`src/hdl/twn_pkg.sv`:
```
// ============================================================================
// twn_pkg
// Shared constants and types of the text whitespace normalizer.
// ============================================================================
`default_nettype none

package twn_pkg;

    // Width of the pending run counters. The run counts are clamped at
    // 2^RUN_COUNT_BITS - 1, and never above the 16-bit result fields.
    localparam int RUN_COUNT_BITS = 16;
    localparam int CNT_W          = (RUN_COUNT_BITS < 16) ? RUN_COUNT_BITS : 16;
    localparam int COUNT_OUT_W    = 16;
    localparam int TAB_W          = 4;

    // Reset value of the tab width register.
    localparam logic [TAB_W-1:0] TAB_WIDTH_RESET = 4'd8;

    // Byte codes with special meaning.
    localparam logic [7:0] CH_LF    = 8'h0A;
    localparam logic [7:0] CH_CR    = 8'h0D;
    localparam logic [7:0] CH_TAB   = 8'h09;
    localparam logic [7:0] CH_SPACE = 8'h20;
    localparam logic [7:0] CH_NONE  = 8'h00;

    // One input item.
    typedef struct packed {
        logic [7:0] input_byte;
        logic       has_byte;
        logic       end_of_file;
    } twn_item_t;

    // One result item.
    typedef struct packed {
        logic [COUNT_OUT_W-1:0] blank_lines_before;
        logic [COUNT_OUT_W-1:0] spaces_before;
        logic [7:0]             out_char;
        logic                   char_present;
        logic                   stream_end;
        logic                   count_saturated;
    } twn_result_t;

endpackage

`default_nettype wire

```
`src/hdl/text_whitespace_normalizer_unit.sv`:
```
// ============================================================================
// text_whitespace_normalizer_unit
// Whitespace normalizer for a text byte stream with run-length coded output.
// ============================================================================
// The unit takes one byte per cycle while in_stall is low and gives at most
// one result per byte, registered in the result buffer; the only loop is the
// run counter and line state update. Carriage returns are dropped,
// spaces and tabs (tab_width spaces each) and blank lines are held as run
// counts and handed out in front of the next printable byte, and trailing
// whitespace and trailing blank lines never appear. End a stream with an
// end-only marker (has_byte low, end_of_file high) so an open line gets its
// closing line feed; that transfer always yields the final result. A
// two-entry result buffer lets input transfers continue while one result
// waits on out_stall; in_stall rises only when both entries are held. Write
// tab_width only while the unit is idle.
// ============================================================================
`default_nettype none

module text_whitespace_normalizer_unit (
    input  wire         clk,
    input  wire         rst_n,
    // Input channel
    input  wire         in_valid,
    output logic        in_stall,
    input  wire [7:0]   input_byte,
    input  wire         has_byte,
    input  wire         end_of_file,
    // Result channel
    output logic        out_valid,
    input  wire         out_stall,
    output logic [15:0] blank_lines_before,
    output logic [15:0] spaces_before,
    output logic [7:0]  out_char,
    output logic        char_present,
    output logic        stream_end,
    output logic        count_saturated,
    // Configuration write channel
    input  wire         cfg_valid,
    output logic        cfg_ready,
    input  wire [3:0]   cfg_data
);
    import twn_pkg::*;

    logic        buf_full;
    logic        accept;
    logic        res_valid;
    twn_item_t   item;
    twn_result_t res;
    twn_result_t out_data;
    logic [TAB_W-1:0] tab_width_reg;

    assign in_stall  = buf_full;
    assign accept    = in_valid && !buf_full;
    assign cfg_ready = 1'b1;

    assign item.input_byte  = input_byte;
    assign item.has_byte    = has_byte;
    assign item.end_of_file = end_of_file;

    // Tab width register.
    always_ff @(posedge clk or negedge rst_n)
    begin
        if (!rst_n)
        begin
            tab_width_reg <= TAB_WIDTH_RESET;
        end
        else if (cfg_valid && cfg_ready)
        begin
            tab_width_reg <= cfg_data;
        end
    end

    // Line state and run counters.
    twn_core u_core (
        .clk       (clk),
        .rst_n     (rst_n),
        .accept    (accept),
        .item      (item),
        .tab_width (tab_width_reg),
        .res_valid (res_valid),
        .res       (res)
    );

    // Result buffer.
    twn_out_buf u_out_buf (
        .clk       (clk),
        .rst_n     (rst_n),
        .push      (accept && res_valid),
        .push_data (res),
        .full      (buf_full),
        .out_valid (out_valid),
        .out_stall (out_stall),
        .out_data  (out_data)
    );

    assign blank_lines_before = out_data.blank_lines_before;
    assign spaces_before      = out_data.spaces_before;
    assign out_char           = out_data.out_char;
    assign char_present       = out_data.char_present;
    assign stream_end         = out_data.stream_end;
    assign count_saturated    = out_data.count_saturated;

endmodule

`default_nettype wire

```
`src/hdl/twn_core.sv`:
```
// ============================================================================
// twn_core
// Holds the line state and run counters and turns one accepted byte into at
// most one result in the same cycle.
// ============================================================================
`default_nettype none

module twn_core (
    input  wire                  clk,
    input  wire                  rst_n,
    input  wire                  accept,
    input  twn_pkg::twn_item_t   item,
    input  wire [3:0]            tab_width,
    output logic                 res_valid,
    output twn_pkg::twn_result_t res
);
    import twn_pkg::*;

    logic [CNT_W-1:0] spaces_reg, spaces_next;
    logic [CNT_W-1:0] blanks_reg, blanks_next;
    logic             line_text_reg, line_text_next;
    logic             sat_reg, sat_next;

    // Saturating add of a small amount to a run counter. The top bit of the
    // returned value flags a clamp.
    function automatic logic [CNT_W:0] add_run(input logic [CNT_W-1:0] cnt,
                                               input logic [TAB_W-1:0] n);
        logic [CNT_W:0] sum;
        sum = {1'b0, cnt} + (CNT_W+1)'(n);
        if (sum[CNT_W])
        begin
            return {1'b1, {CNT_W{1'b1}}};
        end
        return {1'b0, sum[CNT_W-1:0]};
    endfunction

    // Next-state and result logic for one byte.
    always_comb
    begin
        logic [CNT_W:0] run;
        logic           done;
        logic           sat_work;

        spaces_next    = spaces_reg;
        blanks_next    = blanks_reg;
        line_text_next = line_text_reg;
        sat_work       = sat_reg;
        done           = 1'b0;
        run            = '0;
        res_valid      = 1'b0;
        res            = '0;

        if (item.has_byte)
        begin
            case (item.input_byte)
                CH_CR:
                begin
                    // Carriage returns are dropped.
                end
                CH_TAB:
                begin
                    run         = add_run(spaces_reg, tab_width);
                    spaces_next = run[CNT_W-1:0];
                    sat_work    = sat_work | run[CNT_W];
                end
                CH_SPACE:
                begin
                    run         = add_run(spaces_reg, TAB_W'(1));
                    spaces_next = run[CNT_W-1:0];
                    sat_work    = sat_work | run[CNT_W];
                end
                CH_LF:
                begin
                    spaces_next = '0;
                    if (line_text_reg)
                    begin
                        // End of a text line: emit the line feed.
                        line_text_next      = 1'b0;
                        res_valid           = 1'b1;
                        res.out_char        = CH_LF;
                        res.char_present    = 1'b1;
                        res.stream_end      = item.end_of_file;
                        res.count_saturated = sat_work;
                        sat_work            = 1'b0;
                        done                = 1'b1;
                    end
                    else
                    begin
                        // End of a blank line: count it.
                        run         = add_run(blanks_reg, TAB_W'(1));
                        blanks_next = run[CNT_W-1:0];
                        sat_work    = sat_work | run[CNT_W];
                    end
                end
                default:
                begin
                    // Printable byte with the held runs in front of it.
                    res_valid              = 1'b1;
                    res.blank_lines_before = COUNT_OUT_W'(blanks_reg);
                    res.spaces_before      = COUNT_OUT_W'(spaces_reg);
                    res.out_char           = item.input_byte;
                    res.char_present       = 1'b1;
                    res.stream_end         = item.end_of_file;
                    res.count_saturated    = sat_work;
                    sat_work               = 1'b0;
                    blanks_next            = '0;
                    spaces_next            = '0;
                    line_text_next         = 1'b1;
                    done                   = 1'b1;
                end
            endcase
        end

        // End of stream without a result yet: close an open line or mark end.
        if (item.end_of_file && !done)
        begin
            res_valid           = 1'b1;
            res.out_char        = line_text_reg ? CH_LF : CH_NONE;
            res.char_present    = line_text_reg;
            res.stream_end      = 1'b1;
            res.count_saturated = sat_work;
            sat_work            = 1'b0;
        end

        sat_next = sat_work;

        // After the final result all stream state returns to reset values.
        if (item.end_of_file)
        begin
            spaces_next    = '0;
            blanks_next    = '0;
            line_text_next = 1'b0;
            sat_next       = 1'b0;
        end
    end

    // State registers, updated on each accepted item.
    always_ff @(posedge clk or negedge rst_n)
    begin
        if (!rst_n)
        begin
            spaces_reg    <= '0;
            blanks_reg    <= '0;
            line_text_reg <= 1'b0;
            sat_reg       <= 1'b0;
        end
        else if (accept)
        begin
            spaces_reg    <= spaces_next;
            blanks_reg    <= blanks_next;
            line_text_reg <= line_text_next;
            sat_reg       <= sat_next;
        end
    end

endmodule

`default_nettype wire

```
`src/hdl/twn_out_buf.sv`:
```
// ============================================================================
// twn_out_buf
// Two-entry result buffer: an output register backed by a skid register, so
// the input side never waits on the output stall within the same cycle.
// ============================================================================
`default_nettype none

module twn_out_buf (
    input  wire                  clk,
    input  wire                  rst_n,
    input  wire                  push,
    input  twn_pkg::twn_result_t push_data,
    output logic                 full,
    output logic                 out_valid,
    input  wire                  out_stall,
    output twn_pkg::twn_result_t out_data
);
    import twn_pkg::*;

    logic        out_valid_reg;
    twn_result_t out_data_reg;
    logic        skid_valid_reg;
    twn_result_t skid_data_reg;
    logic        pop;

    assign pop       = out_valid_reg && !out_stall;
    assign full      = skid_valid_reg;
    assign out_valid = out_valid_reg;
    assign out_data  = out_data_reg;

    // Valid flags.
    always_ff @(posedge clk or negedge rst_n)
    begin
        if (!rst_n)
        begin
            out_valid_reg  <= 1'b0;
            skid_valid_reg <= 1'b0;
        end
        else if (skid_valid_reg)
        begin
            if (pop)
            begin
                skid_valid_reg <= 1'b0;
            end
        end
        else if (push)
        begin
            if (out_valid_reg && !pop)
            begin
                skid_valid_reg <= 1'b1;
            end
            else
            begin
                out_valid_reg <= 1'b1;
            end
        end
        else if (pop)
        begin
            out_valid_reg <= 1'b0;
        end
    end

    // Payload registers.
    always_ff @(posedge clk)
    begin
        if (skid_valid_reg)
        begin
            if (pop)
            begin
                out_data_reg <= skid_data_reg;
            end
        end
        else if (push)
        begin
            if (out_valid_reg && !pop)
            begin
                skid_data_reg <= push_data;
            end
            else
            begin
                out_data_reg <= push_data;
            end
        end
    end

    // The skid entry is only ever used behind a held output entry.
    a_skid_behind_out: assert property (@(posedge clk) disable iff (!rst_n)
        skid_valid_reg |-> out_valid_reg)
        else $error("skid entry valid with empty output entry");

    // No result arrives while the buffer is full.
    a_no_push_full: assert property (@(posedge clk) disable iff (!rst_n)
        push |-> !skid_valid_reg)
        else $error("result pushed into a full buffer");

    // A stalled result is not dropped.
    a_stalled_kept: assert property (@(posedge clk) disable iff (!rst_n)
        (out_valid_reg && out_stall) |=> out_valid_reg)
        else $error("stalled result lost");

    // A result pushed behind a stalled one lands in the skid entry.
    a_push_to_skid: assert property (@(posedge clk) disable iff (!rst_n)
        (push && out_valid_reg && out_stall) |=> skid_valid_reg)
        else $error("result pushed behind a stalled one was lost");

endmodule

`default_nettype wire
```
`config.mk`:
```
export PLATFORM = sky130hd
export DESIGN_NAME = text_whitespace_normalizer_unit
export DESIGN_NICKNAME = d
export VERILOG_FILES = /design/src/hdl/twn_pkg.sv /design/src/hdl/text_whitespace_normalizer_unit.sv /design/src/hdl/twn_core.sv /design/src/hdl/twn_out_buf.sv
export SDC_FILE = /design/constraint.sdc
export NUM_CORES = 1
export LEC_CHECK = 0
export BUFFER_PORTS_ARGS = -buffer_cell sky130_fd_sc_hd__clkbuf_2
export CORE_ASPECT_RATIO = 1.4
export CORE_MARGIN = 4
export CORE_UTILIZATION = 59
export CTS_BUF_LIST = sky130_fd_sc_hd__clkbuf_16
export CTS_CLUSTER_SIZE = 16
export DETAILED_ROUTE_END_ITERATION = 16
export PLACE_DENSITY_LB_ADDON = 0.15
export SKIP_LAST_GASP = 1
export SYNTH_ARGS = -nofsm -noshare
export SYNTH_HDL_FRONTEND = slang
export SYNTH_SLANG_ARGS = --single-unit
```
`constraint.sdc`:
```
create_clock -name clk -period 5.88 [get_ports clk]
set_input_delay 0.588 -clock clk [delete_from_list [all_inputs] [get_ports clk]]
set_output_delay 0.588 -clock clk [all_outputs]
set_load 0.01 [all_outputs]
```
==> results of run 1 <==
[through the flow]
stage	power, uW	util [%]
6_report	2900	69.3
5_1_grt	3020	69.3
4_1_cts	2920	69.3
3_5_place_dp	1810	63.4
3_3_place_gp	1790	63.4
2_1_floorplan	1600	-
[power breakdown]
part           total [uW]  leakage (uW)  switching [uW]  internal [uW]
clock                1120      0.000312             375            743
combinational         575       0.00142             344            231
sequential           1210       0.00134            48.9           1160
[cells in the mapped netlist (5+ instances only)]
| library cell | count |
|---|---|
| a21oi_1 | 28 |
| nand4_1 | 10 |
| nor3_1 | 11 |
| clkbuf_1 | 27 |
| a211o_1 | 8 |
| edfxtp_1 | 86 |
| and3_1 | 38 |
| nand2_1 | 33 |
| o31ai_1 | 10 |
| nand3_1 | 20 |
| o211ai_1 | 10 |
| o21ai_0 | 43 |
| or3_1 | 5 |
| a31oi_1 | 9 |
| ha_1 | 6 |
| and2_1 | 8 |
| inv_1 | 9 |
| mux2_2 | 42 |
| dfrtp_1 | 39 |
| nor4_1 | 6 |
| a22o_1 | 8 |
| nor2_1 | 21 |
| o22ai_1 | 5 |
[kinds of logic after synthesis]
| family | Yosys count |
|---|---|
| DFF | 126 |
| muxes | 44 |
| other | 1 |
| buffers and inverters | 47 |
| xor gates and xnor gates | 2 |
| adders and majority gates | 7 |
| and+or+nand+nor | 183 |
| AOI/OAI and AO/OA | 156 |
[worst max path at each step]
stage | slack (ns) | end | from | cells past startpoint
floorplan | 0.65 | u_out_buf.out_data[0] | has_byte | 7
global placement | 2.61 | u_out_buf.skid_data_reg[16] | input_byte[5] | 7
detailed placement | 2.48 | u_out_buf.skid_data_reg[24] | input_byte[5] | 7
CTS | 2.89 | u_out_buf.skid_data_reg[25] | input_byte[5] | 7
global route | 2.64 | u_out_buf.out_data[16] | input_byte[5] | 7
finish | 2.86 | u_out_buf.skid_data_reg[25] | input_byte[5] | 7
[final cells by class]
| type | instances | area (sq um) |
|---|---|---|
| Inverter | 9 | 33.8 |
| Clock buffer | 17 | 425 |
| Tap cell | 141 | 176 |
| Clock inverter | 15 | 203 |
| Fill cell | 791 | 3320 |
| Timing Repair Buffer | 70 | 368 |
| Multi-Input combinational cell | 393 | 2700 |
| Sequential cell | 126 | 3590 |
[routing by layer]
metal  up-vias  global-route usage, %  wire length [um]
met1      2415                   28.5              5850
met5         -                      0                 0
li1       2304                      -                 -
met3        29                   4.13               766
met2       175                   42.2              7950
met4         0                   9.29               276
[worst max-delay path, delay by kind of cell]
| family | cells | cell delay (ns) |
|---|---|---|
| AND/OR/NAND/NOR | 3 | 1.05 |
| AO/OA/AOI/OAI | 2 | 0.91 |
| buffers and inverters | 2 | 0.54 |
==> impl_metrics.py, run 1 <==
metrics = {
    "timing": {
        "fin_crit_ns": 3.02,
        "setup_viol": 0,
        "worst_pin_slew_ns": 1.25,
        "slew_violations": 0,
        "skew_ns": 0.0106,
        "grt_setup_unrepaired": "no",
        "finalCritPeriodShare_pct": 51.4,
        "relSlewSlack_pct": 15.9,
        "timing.hold.ws_ns": 0.246,
        "fmax_mhz": 331,
        "hold_violations": 0,
        "final.setup.tns_ns": 0,
        "setup_slack_ns": 2.86,
    },
    "placement": {
        "place_area_sq_mm": 0.00686,
        "place_ws_ns": 2.48,
        "placed_cells": 739,
        "dpl.hpwl_um": 10000,
        "place_congestion": 0.911,
        "portBuffers": 63,
    },
    "power": {
        "power_density_mw_per_mm2": 388,
        "p_leak_uw": 0.00307,
        "vdd.ir_drop.worst_mv": 0.212,
    },
    "finish": {
        "final_net_count": 643,
        "layout_commonest_cell": "edfxtp_1",
        "antenna-diode-count": 0,
        "final_area_sq_mm": 0.00749,
        "final_cells": 771,
        "syn_to_final_growth_pct": 15.4,
        "drive_gt1_share_pct": 25.4,
        "final_cell_mix": "86 x edfxtp_1, 63 x clkbuf_2, 43 x o21ai_0",
    },
    "route": {
        "totalWireLength_um": 14800,
        "drtIter0Drc": 283,
        "viasPerCell": 6.39,
        "first_pass_iters": 6,
        "drc": 0,
        "ant_nets": 0,
        "wl_per_cell_um": 19.2,
        "vias": 4923,
    },
    "clocking": {
        "postCtsHoldBufs": 0,
        "cts_resized": 0,
        "clock-sinks": 126,
        "cts_setup_buffers": 0,
        "numCtsBuffers": 17,
        "cts.clk_slew.worst_paths_ns": 0.05,
        "cts_tree": "done",
        "clockBufferDepth": 2,
        "clk_latency_ns": 0.41,
        "htreeDepth": 4,
        "root_buffer": "clkbuf_16",
    },
    "die": {
        "floorplan.rows": 45,
        "dieHeight_um": 132,
        "core_area_sq_mm": 0.0108,
        "io_pins": 65,
        "die_area_sq_mm": 0.0128,
        "fp.dieW_um": 96.6,
        "start_util_pct": 60.0,
    },
    "worst_setup_path": {
        "cp_slowest_cell": "a21oi_2",
        "crit_chain": "clkbuf_2 > and4bb_1 > a21oi_2 > a211o_1 > nand2_1 > nor2_4 > buf_4",
        "crit_required_ns": 5.96,
        "worstSetupStartpointType": "primary input",
        "path_max_fanout": 23,
        "critPathMaxStageDelay_ns": 0.65,
        "r2r_cells": 7,
        "rrSetupSlack_ns": 3.15,
        "endpoint_kind": "flip-flop",
        "r2r_start": "u_core.spaces_reg[0]",
        "path_class": "primary input to flip-flop",
        "reg2reg_to": "u_out_buf.out_data[0]",
        "critical_path_arrival_ns": 3.10,
    },
    "yosys": {
        "synth_top_family_by_area": "compound AO/OA/AOI/OAI gates",
        "synth-simple-area-share_pct": 15.9,
        "ys_seq_area_share_pct": 55.3,
        "synth-edff-count": 86,
        "yosysUniqueCellTypes": 69,
        "synth_compound_area_share_pct": 15.9,
        "async_flop_share_pct": 31.7,
        "syn_area_sq_mm": 0.00649,
        "synthXorXnorAreaFrac_pct": 0.270,
        "synthTopCellsByArea": "edfxtp_1 40%, dfrtp_1 15%, mux2_2 7.3%",
        "synthFlopType": "edfxtp_1",
        "synthMuxAreaShare_pct": 7.60,
        "ys_warn_count": 0,
        "yosys.area_share.adder_pct": 1.47,
        "syn_area_per_cell_sq_um": 11.5,
        "syn_inst": 566,
        "yosys.area.top_type_share_pct": 39.8,
        "synth_fp_nets": 592,
        "synth_top_area_cell": "edfxtp_1",
        "ys_ff_latch": 126,
    },
    "grt": {
        "gr-total-overflow": 0,
        "grt_pass1_vias": 4948,
        "antenna_found_initial": 0,
        "grtUsageTotal_pct": 23.7,
        "grt_pass1_wl_um": 24600,
        "grt_max_degree": 56,
    },
    "run_status": {
        "status": "complete, no violations",
    },
    "run": {
        "maxCapViolations": 0,
    },
    "worst_hold_path": {
        "hold_class": "primary input to asynchronous set/reset pin",
    },
}
(Power assumes the default switching activity.)
==> inputs of run 2 (changes only) <==
--- a/config.mk
+++ b/config.mk
@@ -5,6 +5,7 @@
 export SDC_FILE = /design/constraint.sdc
 export NUM_CORES = 1
 export LEC_CHECK = 0
+export ABC_AREA = 1
 export BUFFER_PORTS_ARGS = -buffer_cell sky130_fd_sc_hd__clkbuf_2
 export CORE_ASPECT_RATIO = 1.4
 export CORE_MARGIN = 4
==> constraint.sdc (replaced) <==
create_clock -name clk -period 2.8 [get_ports clk]
set_input_delay 0.28 -clock clk [delete_from_list [all_inputs] [get_ports clk]]
set_output_delay 0.28 -clock clk [all_outputs]
set_load 0.01 [all_outputs]
==> impl_metrics.py, run 2 <==
metrics = {
    "worst_setup_path": {
        "worstSetupStartpointType": "flip-flop",
        "endpoint_kind": "flip-flop",
        "critical_path_arrival_ns": 2.59,
        "critPathMaxStageDelay_ns": 0.43,
        "path_class": "flip-flop to flip-flop",
        "crit_required_ns": 3.09,
        "rrSetupSlack_ns": 0.50,
        "path_buf_inv": 2,
        "cp_top_family": "adder cells",
        "path_max_fanout": 10,
        "path_common_cell": "nand2_1",
        "r2r_start": "u_core.spaces_reg[0]",
        "r2r_cells": 12,
        "crit_chain": "ha_1 > fa_1 > inv_1 > nor2_1 > o21ai_1 > nor2_2 > inv_2 > nand2_1 > o21ai_0 > nand2_1 > nand2_1 > o21ai_0",
        "reg2reg_to": "u_core.spaces_reg[14]",
        "cp_slowest_cell": "fa_1",
    },
    "grt": {
        "antenna_found_initial": 0,
        "gr-total-overflow": 0,
        "grt_pass1_vias": 5497,
        "grt_pass1_wl_um": 26300,
        "grtUsageTotal_pct": 25.7,
        "grt_max_degree": 50,
    },
    "clocking": {
        "cts.clk_slew.worst_paths_ns": 0.06,
        "cts_resized": 0,
        "clk_latency_ns": 0.41,
        "htreeDepth": 4,
        "postCtsHoldBufs": 0,
        "numCtsBuffers": 17,
        "root_buffer": "clkbuf_16",
        "cts_setup_buffers": 0,
        "clock-sinks": 126,
        "cts_tree": "done",
        "clockBufferDepth": 2,
    },
    "yosys": {
        "synth_top_cells_by_count": "231 x nand2_1, 86 x edfxtp_1, 82 x nor2_1, 70 x inv_1, 39 x dfrtp_1",
        "syn_area_sq_mm": 0.00651,
        "yosysUniqueCellTypes": 41,
        "yosys.area.top_type_share_pct": 39.7,
        "synth-edff-count": 86,
        "syn_inst": 732,
        "ys_seq_area_share_pct": 55.1,
        "synth_fp_nets": 758,
        "synthFlopType": "edfxtp_1",
        "synthTopCellsByArea": "edfxtp_1 40%, dfrtp_1 15%, nand2_1 13%",
        "ys_ff_latch": 126,
        "synth_top_area_cell": "edfxtp_1",
        "yosysMostFrequentCell": "nand2_1",
        "ys_warn_count": 0,
        "async_flop_share_pct": 31.7,
        "syn_area_per_cell_sq_um": 8.89,
    },
    "finish": {
        "antenna-diode-count": 0,
        "multi_input_area_sq_mm": 0.00254,
        "regArea_sq_mm": 0.00358,
        "final_net_count": 828,
        "syn_to_final_growth_pct": 17.1,
        "final_cell_mix": "231 x nand2_1, 86 x edfxtp_1, 82 x nor2_1",
        "fill_cells": 836,
        "final_cells": 956,
        "layout_commonest_cell": "nand2_1",
        "drive_gt1_share_pct": 19.0,
    },
    "route": {
        "drc": 0,
        "drtIter0Drc": 319,
        "ant_nets": 0,
        "vias": 5340,
        "first_pass_iters": 5,
        "wl_per_cell_um": 16.8,
        "totalWireLength_um": 16100,
        "viasPerCell": 5.59,
    },
    "timing": {
        "relSlewSlack_pct": 24.3,
        "setup_slack_ns": 0.500,
        "fmax_mhz": 435,
        "hold_violations": 0,
        "skew_ns": 0.00770,
        "setup_viol": 0,
        "finalCritPeriodShare_pct": 82.1,
        "grt_setup_unrepaired": "no",
        "slew_violations": 0,
        "fin_crit_ns": 2.30,
        "final.setup.tns_ns": 0,
        "worst_pin_slew_ns": 1.14,
    },
    "placement": {
        "portBuffers": 63,
        "placed_cells": 924,
        "place_congestion": 0.908,
        "dpl.hpwl_um": 10700,
        "place_ws_ns": 0.482,
    },
    "die": {
        "fp.dieW_um": 96.8,
        "io_pins": 65,
        "die_area_sq_mm": 0.0128,
        "start_util_pct": 60.2,
        "dieHeight_um": 132,
        "floorplan.rows": 45,
        "core_area_sq_mm": 0.0108,
    },
    "run": {
        "maxCapViolations": 0,
    },
    "run_status": {
        "status": "complete, no violations",
    },
    "power": {
        "p_leak_uw": 0.00338,
        "power_density_mw_per_mm2": 780,
        "vdd.ir_drop.worst_mv": 0.538,
    },
    "worst_hold_path": {
        "hold_class": "primary input to asynchronous set/reset pin",
    },
}
-- run 2: changes by cell type in the layout (fill, tap and decap cells not counted), moves of 9 or more --
cell      change
nand2_1     +198
nor2_1       +62
inv_1        +59
and3_1       -38
mux2_2       -38
o211ai_1     -10
o21ai_0      -10
o22ai_2      +10
xor2_1       +10
nand2_2       +9
nand3_1       +9
-- run 2: worst max path at each step --
stage / from / slack (ns) / depth (start not counted) / end
global placement: u_core.spaces_reg[0] / 0.55 / 12 / u_core.spaces_reg[14]
global route: u_core.spaces_reg[0] / 0.32 / 12 / u_core.spaces_reg[14]
finish: u_core.spaces_reg[0] / 0.50 / 12 / u_core.spaces_reg[14]
detailed placement: input_byte[5] / 0.48 / 12 / u_core.blanks_reg[1]
floorplan: input_byte[5] / 0.38 / 11 / u_out_buf.skid_data_reg[0]
CTS: u_core.spaces_reg[0] / 0.50 / 12 / u_core.spaces_reg[14]
-- run 2: power by group --
part | total, uW | leakage, uW | internal, uW | switching, uW
combinational | 1130 | 0.00171 | 325 | 804
sequential | 2500 | 0.00136 | 2400 | 94.3
clock | 2320 | 0.000304 | 1490 | 829
total | 5950 | 0.00338 | 4220 | 1730
-- run 2: layout make-up --
class	instances	share of cell area, %
Sequential cell	126	47.0
Multi-Input combinational cell	508	33.3
Clock buffer	17	5.58
Timing Repair Buffer	73	5.45
Inverter	76	3.78
Clock inverter	15	2.56
Tap cell	141	2.31
-- run 2: kinds of logic after synthesis --
kind of cell | after synthesis | share of synthesized area [%]
AOI/OAI and AO/OA | 94 | 9.29
muxes | 4 | 0.692
buffers and inverters | 98 | 6.09
adders and majority gates | 7 | 1.46
and+or+nand+nor | 388 | 25.4
other | 1 | 0.0576
DFF | 126 | 55.1
xor gates and xnor gates | 14 | 1.88
-- run 2: stage by stage --
| step | hold WS (ns) | utilization (%) | total power (uW) | cell area, sq um |
|---|---|---|---|---|
| finish | 0.0952 | 70.5 | 5950 | 7620 |
| global route | 0.101 | 70.5 | 6200 | 7620 |
| CTS | 0.0888 | 70.5 | 5990 | 7620 |
| detailed placement | 0.509 | 64.8 | 3680 | 7000 |
| global placement | 0.498 | 64.8 | 3640 | 7000 |
| floorplan | -0.0156 | - | 3190 | 6520 |
-- run 2: metal layers --
metal,GRT usage (%),wire [um]
met3,5.40,734
met5,0,0
met4,12.2,584
met1,28.4,6210
met2,46.7,8540
==> inputs of run 3 (changes only) <==
--- a/config.mk
+++ b/config.mk
@@ -9,7 +9,7 @@
 export BUFFER_PORTS_ARGS = -buffer_cell sky130_fd_sc_hd__clkbuf_2
 export CORE_ASPECT_RATIO = 1.4
 export CORE_MARGIN = 4
-export CORE_UTILIZATION = 59
+export CORE_UTILIZATION = 54
 export CTS_BUF_LIST = sky130_fd_sc_hd__clkbuf_16
 export CTS_CLUSTER_SIZE = 16
 export DETAILED_ROUTE_END_ITERATION = 16
==> constraint.sdc (replaced) <==
create_clock -name clk -period 2 [get_ports clk]
set_input_delay 0.2 -clock clk [delete_from_list [all_inputs] [get_ports clk]]
set_output_delay 0.2 -clock clk [all_outputs]
set_load 0.01 [all_outputs]
==> impl_metrics.py, run 3 (synthesized netlist as in run 2, its figures left out) <==
metrics = {
    "grt": {
        "grt_pass1_vias": 5411,
        "grt_pass1_wl_um": 25700,
        "antenna_found_initial": 0,
        "grt_max_degree": 49,
        "gr-total-overflow": 0,
        "grtUsageTotal_pct": 23.6,
    },
    "die": {
        "start_util_pct": 55.1,
        "fp.dieW_um": 101,
        "die_area_sq_mm": 0.0139,
        "dieHeight_um": 138,
        "io_pins": 65,
        "core_area_sq_mm": 0.0118,
        "floorplan.rows": 47,
    },
    "timing": {
        "timing.hold.ws_ns": 0.0203,
        "setup_viol": 0,
        "fmax_mhz": 507,
        "worst_pin_slew_ns": 0.582,
        "fin_crit_ns": 1.97,
        "relSlewSlack_pct": 61.2,
        "hold_violations": 0,
        "slew_violations": 0,
        "finalCritPeriodShare_pct": 98.5,
        "grt_setup_unrepaired": "yes",
        "skew_ns": 0.00948,
        "setup_slack_ns": 0.0292,
    },
    "clocking": {
        "clockBufferDepth": 2,
        "root_buffer": "clkbuf_16",
        "clk_latency_ns": 0.41,
        "cts.clk_slew.worst_paths_ns": 0.05,
        "cts_tree": "done",
        "htreeDepth": 4,
        "clock-sinks": 126,
        "numCtsBuffers": 17,
    },
    "worst_setup_path": {
        "crit_required_ns": 2.16,
        "critPathMaxStageDelay_ns": 0.39,
        "path_buf_inv": 0,
        "cp_top_family": "adder cells",
        "path_class": "flip-flop to flip-flop",
        "critical_path_arrival_ns": 2.14,
        "crit_chain": "ha_2 > fa_2 > a21oi_2 > nor2_2 > nand3_1 > nand3_1 > nand2_1 > nand2_2 > nand2_2 > nand2_2 > nand2_1 > nand2_1",
        "cp_slowest_cell": "fa_2",
        "worstSetupStartpointType": "flip-flop",
        "path_max_fanout": 3,
        "endpoint_kind": "flip-flop",
    },
    "finish": {
        "drive_gt1_share_pct": 23.6,
        "fill_cells": 963,
        "final_area_sq_mm": 0.00794,
        "regArea_sq_mm": 0.00359,
        "utilization_pct": 67.2,
        "syn_to_final_growth_pct": 22.0,
        "multi_input_area_sq_mm": 0.00264,
        "antenna-diode-count": 0,
        "final_cell_mix": "228 x nand2_1, 86 x edfxtp_1, 78 x nor2_1",
        "final_net_count": 853,
        "layout_commonest_cell": "nand2_1",
    },
    "placement": {
        "place_ws_ns": -0.0311,
        "place_congestion": 0.939,
        "place_area_sq_mm": 0.00724,
        "dpl.hpwl_um": 10800,
        "portBuffers": 63,
    },
    "run_status": {
        "status": "complete, no violations",
    },
    "route": {
        "first_pass_iters": 5,
        "wl_per_cell_um": 15.8,
        "vias": 5391,
        "drc": 0,
        "ant_nets": 0,
        "totalWireLength_um": 15600,
        "drtIter0Drc": 306,
        "viasPerCell": 5.46,
    },
    "power": {
        "power_density_mw_per_mm2": 1040,
        "p_leak_uw": 0.00351,
        "vdd.ir_drop.worst_mv": 0.591,
    },
    "worst_hold_path": {
        "hold_class": "primary input to flip-flop",
    },
    "run": {
        "maxCapViolations": 0,
    },
}
run 3: worst paths after layout:
check                                            start                     end  cells after the start  slack, ns
min                                        cfg_data[0]        tab_width_reg[0]                      2       0.02
min reg2reg                u_out_buf.skid_data_reg[35]  u_out_buf.out_data[35]                      2       0.52
min in group asynchronous                        rst_n    u_core.spaces_reg[4]                      3       0.40
max                               u_core.spaces_reg[0]   u_out_buf.out_data[0]                     12       0.03
max reg2reg                       u_core.spaces_reg[0]   u_out_buf.out_data[0]                     12       0.03
max in group asynchronous                        rst_n    u_core.spaces_reg[1]                      3       1.17
run 3: worst reg2reg max path, cell delays in order (launching register included):
cell	delay (ns)
dfrtp_1	0.38
ha_2	0.21
fa_2	0.39
a21oi_2	0.19
nor2_2	0.06
nand3_1	0.06
nand3_1	0.08
nand2_1	0.09
nand2_2	0.06
nand2_2	0.06
nand2_2	0.05
nand2_1	0.05
nand2_1	0.05
run 3: cell type report:
type	instances	share of cell area, %
Clock buffer	17	5.36
Timing Repair Buffer	98	7.78
Inverter	76	3.86
Sequential cell	126	45.2
Multi-Input combinational cell	508	33.3
Clock inverter	15	2.25
Tap cell	147	2.32
run 3: report_power, final:
group	total [uW]	switching [uW]	leakage (uW)	internal, uW
registers	3500	133	0.00136	3370
clock network	3170	1110	0.000301	2060
logic	1610	1110	0.00185	497
total	8280	2360	0.00351	5920
run 3: routing by layer:
layer  wire length, um  global-route usage, %
met1              6040                   26.9
met2              8600                   43.3
met3               614                   4.48
met4               340                   9.29
met5                 0                      0
run 3: repair_timing:
| action | CTS | global route |
|---|---|---|
| gates cloned | 0 | 0 |
| setup endpoints to repair | 3 | 14 |
| endpoints found under the hold margin | 39 | 0 |
| pin swaps | 0 | 11 |
| gates resized for setup | 5 | 21 |
| hold buffers | 1 | 0 |
| setup buffers | 0 | 1 |
run 3: through the flow:
step,TNS (ns),power [uW],instances
5_1_grt,-0.377,8680,987
3_3_place_gp,0,5140,953
2_1_floorplan,-6.75,4470,732
4_1_cts,0,8370,986
3_5_place_dp,-0.0311,5200,953
6_report,0,8280,987
